**src/rtl/atwe_pkg.sv**
```systemverilog
// Package: shared constants, types and CORDIC angle table for the tilt estimator.
package atwe_pkg;

  localparam int unsigned WindowDef     = 180;
  localparam int unsigned SampleBitsDef = 16;
  localparam int unsigned AngleBitsDef  = 16;

  // Port field widths fixed by the interface.
  localparam int unsigned InBits  = 16;
  localparam int unsigned OutBits = 16;

  // CORDIC: 30 iterations, angle accumulator with pi = 2^31.
  localparam int unsigned CordicSteps = 30;
  localparam int unsigned StepBits    = 5;
  localparam int unsigned AccBits     = 34;
  // Vector datapath width: operands up to ~2^33 scaled by 2^16, with CORDIC gain.
  localparam int unsigned VecBits     = 54;
  localparam int unsigned SqBits      = 66;
  localparam int unsigned RootBits    = 33;

  localparam logic signed [AccBits-1:0] QuarterTurn = 34'sd1073741824;

  typedef enum logic [2:0] {
    ST_IDLE,
    ST_READ,
    ST_UPDATE,
    ST_ROLL,
    ST_ROOT,
    ST_PITCH,
    ST_OUT
  } state_e;

  // Start commands from control to the CORDIC and root units.
  typedef struct packed {
    logic start_atan;
    logic start_root;
  } unit_cmd_t;

  function automatic logic [AccBits-1:0] atan_unit(input logic [StepBits-1:0] i);
    logic [AccBits-1:0] r;
    begin
      case (i)
        5'd0:  r = 34'd536870912;
        5'd1:  r = 34'd316933406;
        5'd2:  r = 34'd167458907;
        5'd3:  r = 34'd85004756;
        5'd4:  r = 34'd42667331;
        5'd5:  r = 34'd21354465;
        5'd6:  r = 34'd10679838;
        5'd7:  r = 34'd5340245;
        5'd8:  r = 34'd2670163;
        5'd9:  r = 34'd1335087;
        5'd10: r = 34'd667544;
        5'd11: r = 34'd333772;
        5'd12: r = 34'd166886;
        5'd13: r = 34'd83443;
        5'd14: r = 34'd41722;
        5'd15: r = 34'd20861;
        5'd16: r = 34'd10430;
        5'd17: r = 34'd5215;
        5'd18: r = 34'd2608;
        5'd19: r = 34'd1304;
        5'd20: r = 34'd652;
        5'd21: r = 34'd326;
        5'd22: r = 34'd163;
        5'd23: r = 34'd81;
        5'd24: r = 34'd41;
        5'd25: r = 34'd20;
        5'd26: r = 34'd10;
        5'd27: r = 34'd5;
        5'd28: r = 34'd3;
        5'd29: r = 34'd1;
        default: r = '0;
      endcase
      return r;
    end
  endfunction

endpackage

```
**src/rtl/atwe_root.sv**
```systemverilog
// Bit-serial integer square root: two radicand bits are brought in per cycle.
module atwe_root (
  input  logic                              clk_i,
  input  logic                              rst_ni,
  input  logic                              start_i,
  input  logic [atwe_pkg::SqBits-1:0]       rad_i,
  output logic                              done_o,
  output logic [atwe_pkg::RootBits-1:0]     root_o
);

  localparam int unsigned Steps  = atwe_pkg::SqBits / 2;
  localparam int unsigned CntW   = $clog2(Steps + 1);
  localparam int unsigned RemW   = atwe_pkg::RootBits + 3;

  logic [atwe_pkg::SqBits-1:0]   rad_q, rad_d;
  logic [RemW-1:0]               rem_q, rem_d;
  logic [atwe_pkg::RootBits-1:0] root_q, root_d;
  logic [CntW-1:0]               cnt_q, cnt_d;
  logic                          busy_q, busy_d, done_q, done_d;
  logic [RemW-1:0]               trial, shifted;

  // One restoring step: bring in two radicand bits, try subtract 4*root+1.
  always_comb begin
    shifted = {rem_q[RemW-3:0], rad_q[atwe_pkg::SqBits-1 -: 2]};
    trial   = shifted - {root_q, 2'b01};
    rad_d   = rad_q;
    rem_d   = rem_q;
    root_d  = root_q;
    cnt_d   = cnt_q;
    busy_d  = busy_q;
    done_d  = 1'b0;
    if (start_i) begin
      rad_d  = rad_i;
      rem_d  = '0;
      root_d = '0;
      cnt_d  = CntW'(Steps);
      busy_d = 1'b1;
    end else if (busy_q) begin
      rad_d = {rad_q[atwe_pkg::SqBits-3:0], 2'b00};
      if (shifted >= {root_q, 2'b01}) begin
        rem_d  = trial;
        root_d = {root_q[atwe_pkg::RootBits-2:0], 1'b1};
      end else begin
        rem_d  = shifted;
        root_d = {root_q[atwe_pkg::RootBits-2:0], 1'b0};
      end
      cnt_d = cnt_q - 1'b1;
      if (cnt_q == CntW'(1)) begin
        busy_d = 1'b0;
        done_d = 1'b1;
      end
    end
  end

  always_ff @(posedge clk_i or negedge rst_ni) begin
    if (!rst_ni) begin
      busy_q <= 1'b0;
      done_q <= 1'b0;
      cnt_q  <= '0;
    end else begin
      busy_q <= busy_d;
      done_q <= done_d;
      cnt_q  <= cnt_d;
    end
  end

  always_ff @(posedge clk_i) begin
    rad_q  <= rad_d;
    rem_q  <= rem_d;
    root_q <= root_d;
  end

  assign done_o = done_q;
  assign root_o = root_q;

endmodule

```
**config.mk**
```make
export PLATFORM = sky130hd
export DESIGN_NAME = atwe_root
export DESIGN_NICKNAME = d
export VERILOG_FILES = /design/src/rtl/atwe_pkg.sv /design/src/rtl/atwe_root.sv
export SDC_FILE = /design/constraint.sdc
export NUM_CORES = 1
export LEC_CHECK = 0
export ABC_AREA = 0
export BUFFER_PORTS_ARGS = -buffer_cell sky130_fd_sc_hd__buf_2
export CORE_ASPECT_RATIO = 0.8
export CORE_MARGIN = 4
export CORE_UTILIZATION = 30
export CTS_BUF_LIST = sky130_fd_sc_hd__clkbuf_2
export CTS_CLUSTER_SIZE = 28
export DETAILED_ROUTE_END_ITERATION = 8
export PLACE_DENSITY = 0.46
export RECOVER_POWER = 25
export SYNTH_ARGS = -nofsm -noshare
export SYNTH_HDL_FRONTEND = slang
export SYNTH_SLANG_ARGS = --single-unit
```
**constraint.sdc**
```tcl
create_clock -name clk_i -period 3.1 [get_ports clk_i]
set_clock_uncertainty 0.2 [all_clocks]
set_input_delay 0 -clock clk_i [delete_from_list [all_inputs] [get_ports clk_i]]
set_output_delay 0 -clock clk_i [all_outputs]
set_load 0.02 [all_outputs]
```
==> impl_metrics.env <==
export IMPL_synth_top_family_by_area="compound AO/OA/AOI/OAI gates"
export IMPL_fillers=2364
export IMPL_rrSetupSlack_ns=-0.05
export IMPL_die_area_um2=28600
export IMPL_max_clock_freq_mhz=317
export IMPL_grt_pass1_vias=7595
export IMPL_crit_arrival_ns=3.64
export IMPL_clock_sinks=141
export IMPL_relSlewSlack=0.0924
export IMPL_p_switching_mw=4.60
export IMPL_core_area_um2=25400
export IMPL_internal_power_mw=6.64
export IMPL_violations="setup timing"
export IMPL_fin_nets=1288
export IMPL_cts_htree_levels=4
export IMPL_syn_area_um2=7770
export IMPL_track_usage=0.166
export IMPL_maxCapViolations=0
export IMPL_required_ns=3.59
export IMPL_yosysWarnings=0
export IMPL_avgRoutedWirePerCell_um=15.8
export IMPL_yosys_mux_area_fraction=0.134
export IMPL_io_pins=103
export IMPL_grt_overflow=0
export IMPL_dieWidth_um=188
export IMPL_path_class="reg2reg"
export IMPL_grt_max_degree=67
export IMPL_cpMaxStageDelayCell="dfxtp_2"
export IMPL_end_kind="flip-flop"
export IMPL_avgSynthCellArea_um2=10.2
export IMPL_antenna_found_initial=1
export IMPL_drcViolationCount=0
export IMPL_drt_pass1_iter_count=6
export IMPL_drive_above_1_share=0.377
export IMPL_power_frac_seq=0.243
export IMPL_grt_pass1_wl_um=38900
export IMPL_critPathMaxFanout=5
export IMPL_detail_route_antenna_nets=0
export IMPL_status="finished with violations"
export IMPL_p_leak_nw=5.36
export IMPL_postSynth_asyncResetShare=0.0567
export IMPL_worst_slew_pin_slew_ns=1.36
export IMPL_insertion_delay_ns=0.76
export IMPL_crit_path_start_kind="flip-flop"
export IMPL_tritoncts="done"
export IMPL_hold_viol_final=0
export IMPL_cts_root_buf="clkbuf_2"
export IMPL_slowest_delay_ns=0.39
export IMPL_combPwrFrac=0.655
export IMPL_clk_pin_slew_ns=0.27
export IMPL_synthFlopType="dfxtp_1"
export IMPL_dpl_hpwl_um=14200
export IMPL_period_share=1.02
export IMPL_fin_crit_ns=3.15
export IMPL_p_sw_frac=0.409
export IMPL_syn_to_final_growth_pct=62.8
export IMPL_drv_slew=0
export IMPL_initial_utilization=0.306
export IMPL_synth_compound_area_share=0.149
export IMPL_vias_per_cell=4.85
export IMPL_drt_iter0_drc=389
export IMPL_seqCellArea_um2=3550
export IMPL_port_buffers=102
export IMPL_syn_nets=870
export IMPL_wl_um=24100
export IMPL_holdWs_ns=0.326
export IMPL_numCtsBuffers=17
export IMPL_synthCells=764
export IMPL_synth_distinct_cells=64
export IMPL_die_y_um=152
export IMPL_crit_chain="inv_2 > ha_4 > nor2b_4 > o31a_4 > nor2_4 > o211ai_4 > a21boi_4 > a211oi_4 > nor3_2 > buf_4 > a221oi_4 > buf_6 > buf_12 > o21ai_0 > a311oi_2"
export IMPL_rsz0062_at_grt="true"
export IMPL_hp_class="reg2reg"
export IMPL_place_congestion=0.837
export IMPL_fin_ws_ns=-0.0520
export IMPL_rows=52
export IMPL_powerDensity_nw_per_um2=889
export IMPL_setup_viol=2
export IMPL_multi_input_area_um2=4580
export IMPL_clock_path_buffers=2
export IMPL_synth_seq_cells=141
export IMPL_p_total_mw=11.2
export IMPL_yosys_area_share_adder=0.0596
export IMPL_power_share_clock=0.101
export IMPL_ys_seq_area_frac=0.453
export IMPL_synth_xor_area_share=0.0372
export IMPL_synth_edff_count=66
export IMPL_vdd_drop_max_uv=450
export IMPL_num_vias=7368
export IMPL_yosys_area_share_simple=0.121
==> stage by stage <==
step / cell area (um2) / setup TNS, ns / instances / util / setup slack (ns)
final: 12700 / -0.0687 / 1520 / 0.499 / -0.0520
after floorplan: 7770 / 0 / 764 / - / 0.0358
after global routing: 12700 / -3.54 / 1520 / 0.499 / -0.182
after detailed placement: 9350 / -2.08 / 1248 / 0.368 / -0.153
after CTS: 12200 / -0.122 / 1511 / 0.480 / -0.0531
after global placement: 9350 / -1.28 / 1248 / 0.368 / -0.178
==> sequential cells by signal, summed over array words and instances (netlist names) <==
register / flops
rad_q: 66
rem_q: 34
root_o: 33
cnt_q: 6
busy_q: 1
done_o: 1
==> critical path, delay by kind of cell, from the launching register on <==
family	cells	cell delay, ns
AOI/OAI and AO/OA	7	1.44
buffers and inverters	4	0.50
DFF	1	0.39
and+or+nand+nor	3	0.28
adders and majority gates	1	0.27
==> path summary, 6_finish.rpt <==
path / start / to / cells past startpoint
worst min-delay path: root_o[10] / root_o[11] / 2
worst min register to register: root_o[10] / root_o[11] / 2
min in group asynchronous: rst_ni / done_o / 4
worst max-delay path: root_o[0] / rem_q[27] / 15
max in group asynchronous: rst_ni / busy_q / 4
worst max register to register: root_o[0] / rem_q[27] / 15
==> placed cells by master (no fill, tap or decap), drive strengths merged, types with 4 or more instances in the layout <==
master	netlist	layout
a211oi	5	5
a21o	11	11
a21oi	34	34
a311oi	32	32
a31oi	4	4
and2	7	7
buf	13	227
clkbuf	31	30
clkinv	0	5
clkinvlp	0	4
dfrtp	8	8
dfxtp	67	67
dlygate4sd3	0	204
edfxtp	66	66
ha	37	37
inv	46	49
mux2	64	64
mux2i	32	32
nand2	20	20
nand3	40	40
nand4	5	5
nor2	94	94
nor2b	6	6
nor3	8	8
o211ai	4	4
o21ai	48	48
o21bai	7	7
xnor2	21	21
xor2	12	12
==> cells by family after synthesis <==
group	Yosys count
simple gates	199
compound gates	168
flops	141
mux	96
buf+inv	90
fa+ha+maj	37
xor+xnor	33
==> synth_stat cells (all sizes together), types with 8 or more instances <==
cell | n | area, um2
a311oi | 32 | 280
edfxtp | 66 | 1980
a21oi | 34 | 170
mux2i | 32 | 320
ha | 37 | 463
nand3 | 40 | 200
xnor2 | 21 | 184
dfrtp | 8 | 200
buf | 13 | 72.6
nor2 | 94 | 355
o21ai | 48 | 240
nor3 | 8 | 45.0
inv | 46 | 173
mux2 | 64 | 721
xor2 | 12 | 105
clkbuf | 31 | 116
dfxtp | 67 | 1340
nand2 | 20 | 75.1
a21o | 11 | 82.6
==> power by group through the flow <==
| stage | sequential, mW | clock (mW) | combinational, mW |
|---|---|---|---|
| after global placement | 2.72 | 0 | 5.18 |
| final | 2.74 | 1.14 | 7.37 |
| after global routing | 2.79 | 1.28 | 7.99 |
| after CTS | 2.70 | 1.20 | 6.32 |
| after floorplan | 2.62 | 0 | 3.44 |
| after detailed placement | 2.71 | 0 | 5.13 |
==> area by class of cell <==
class,instances,area share
sequential,141,0.281
timing repair buffer,443,0.293
clock buffer,18,0.00712
antenna,1,0.000198
tap,324,0.0320
multi-input combinational,533,0.362
inverter,46,0.0136
clock inverter,14,0.0113
==> what timing repair did <==
item | CTS | global route
endpoints found under the hold margin | 167 | 0
setup endpoints to repair | 33 | 34
buffers inserted | 28 | 9
pin swaps | 24 | 53
hold buffers | 204 | 0
gates resized for setup | 62 | 123
==> metal layers <==
layer | routed length (um) | vias up | global-route usage
met5 | 0 | - | 0
met4 | 242 | 0 | 0.0346
met3 | 893 | 23 | 0.0383
met2 | 11000 | 136 | 0.263
met1 | 11900 | 3564 | 0.234
li1 | - | 3645 | -
(Power assumes the default switching activity.)
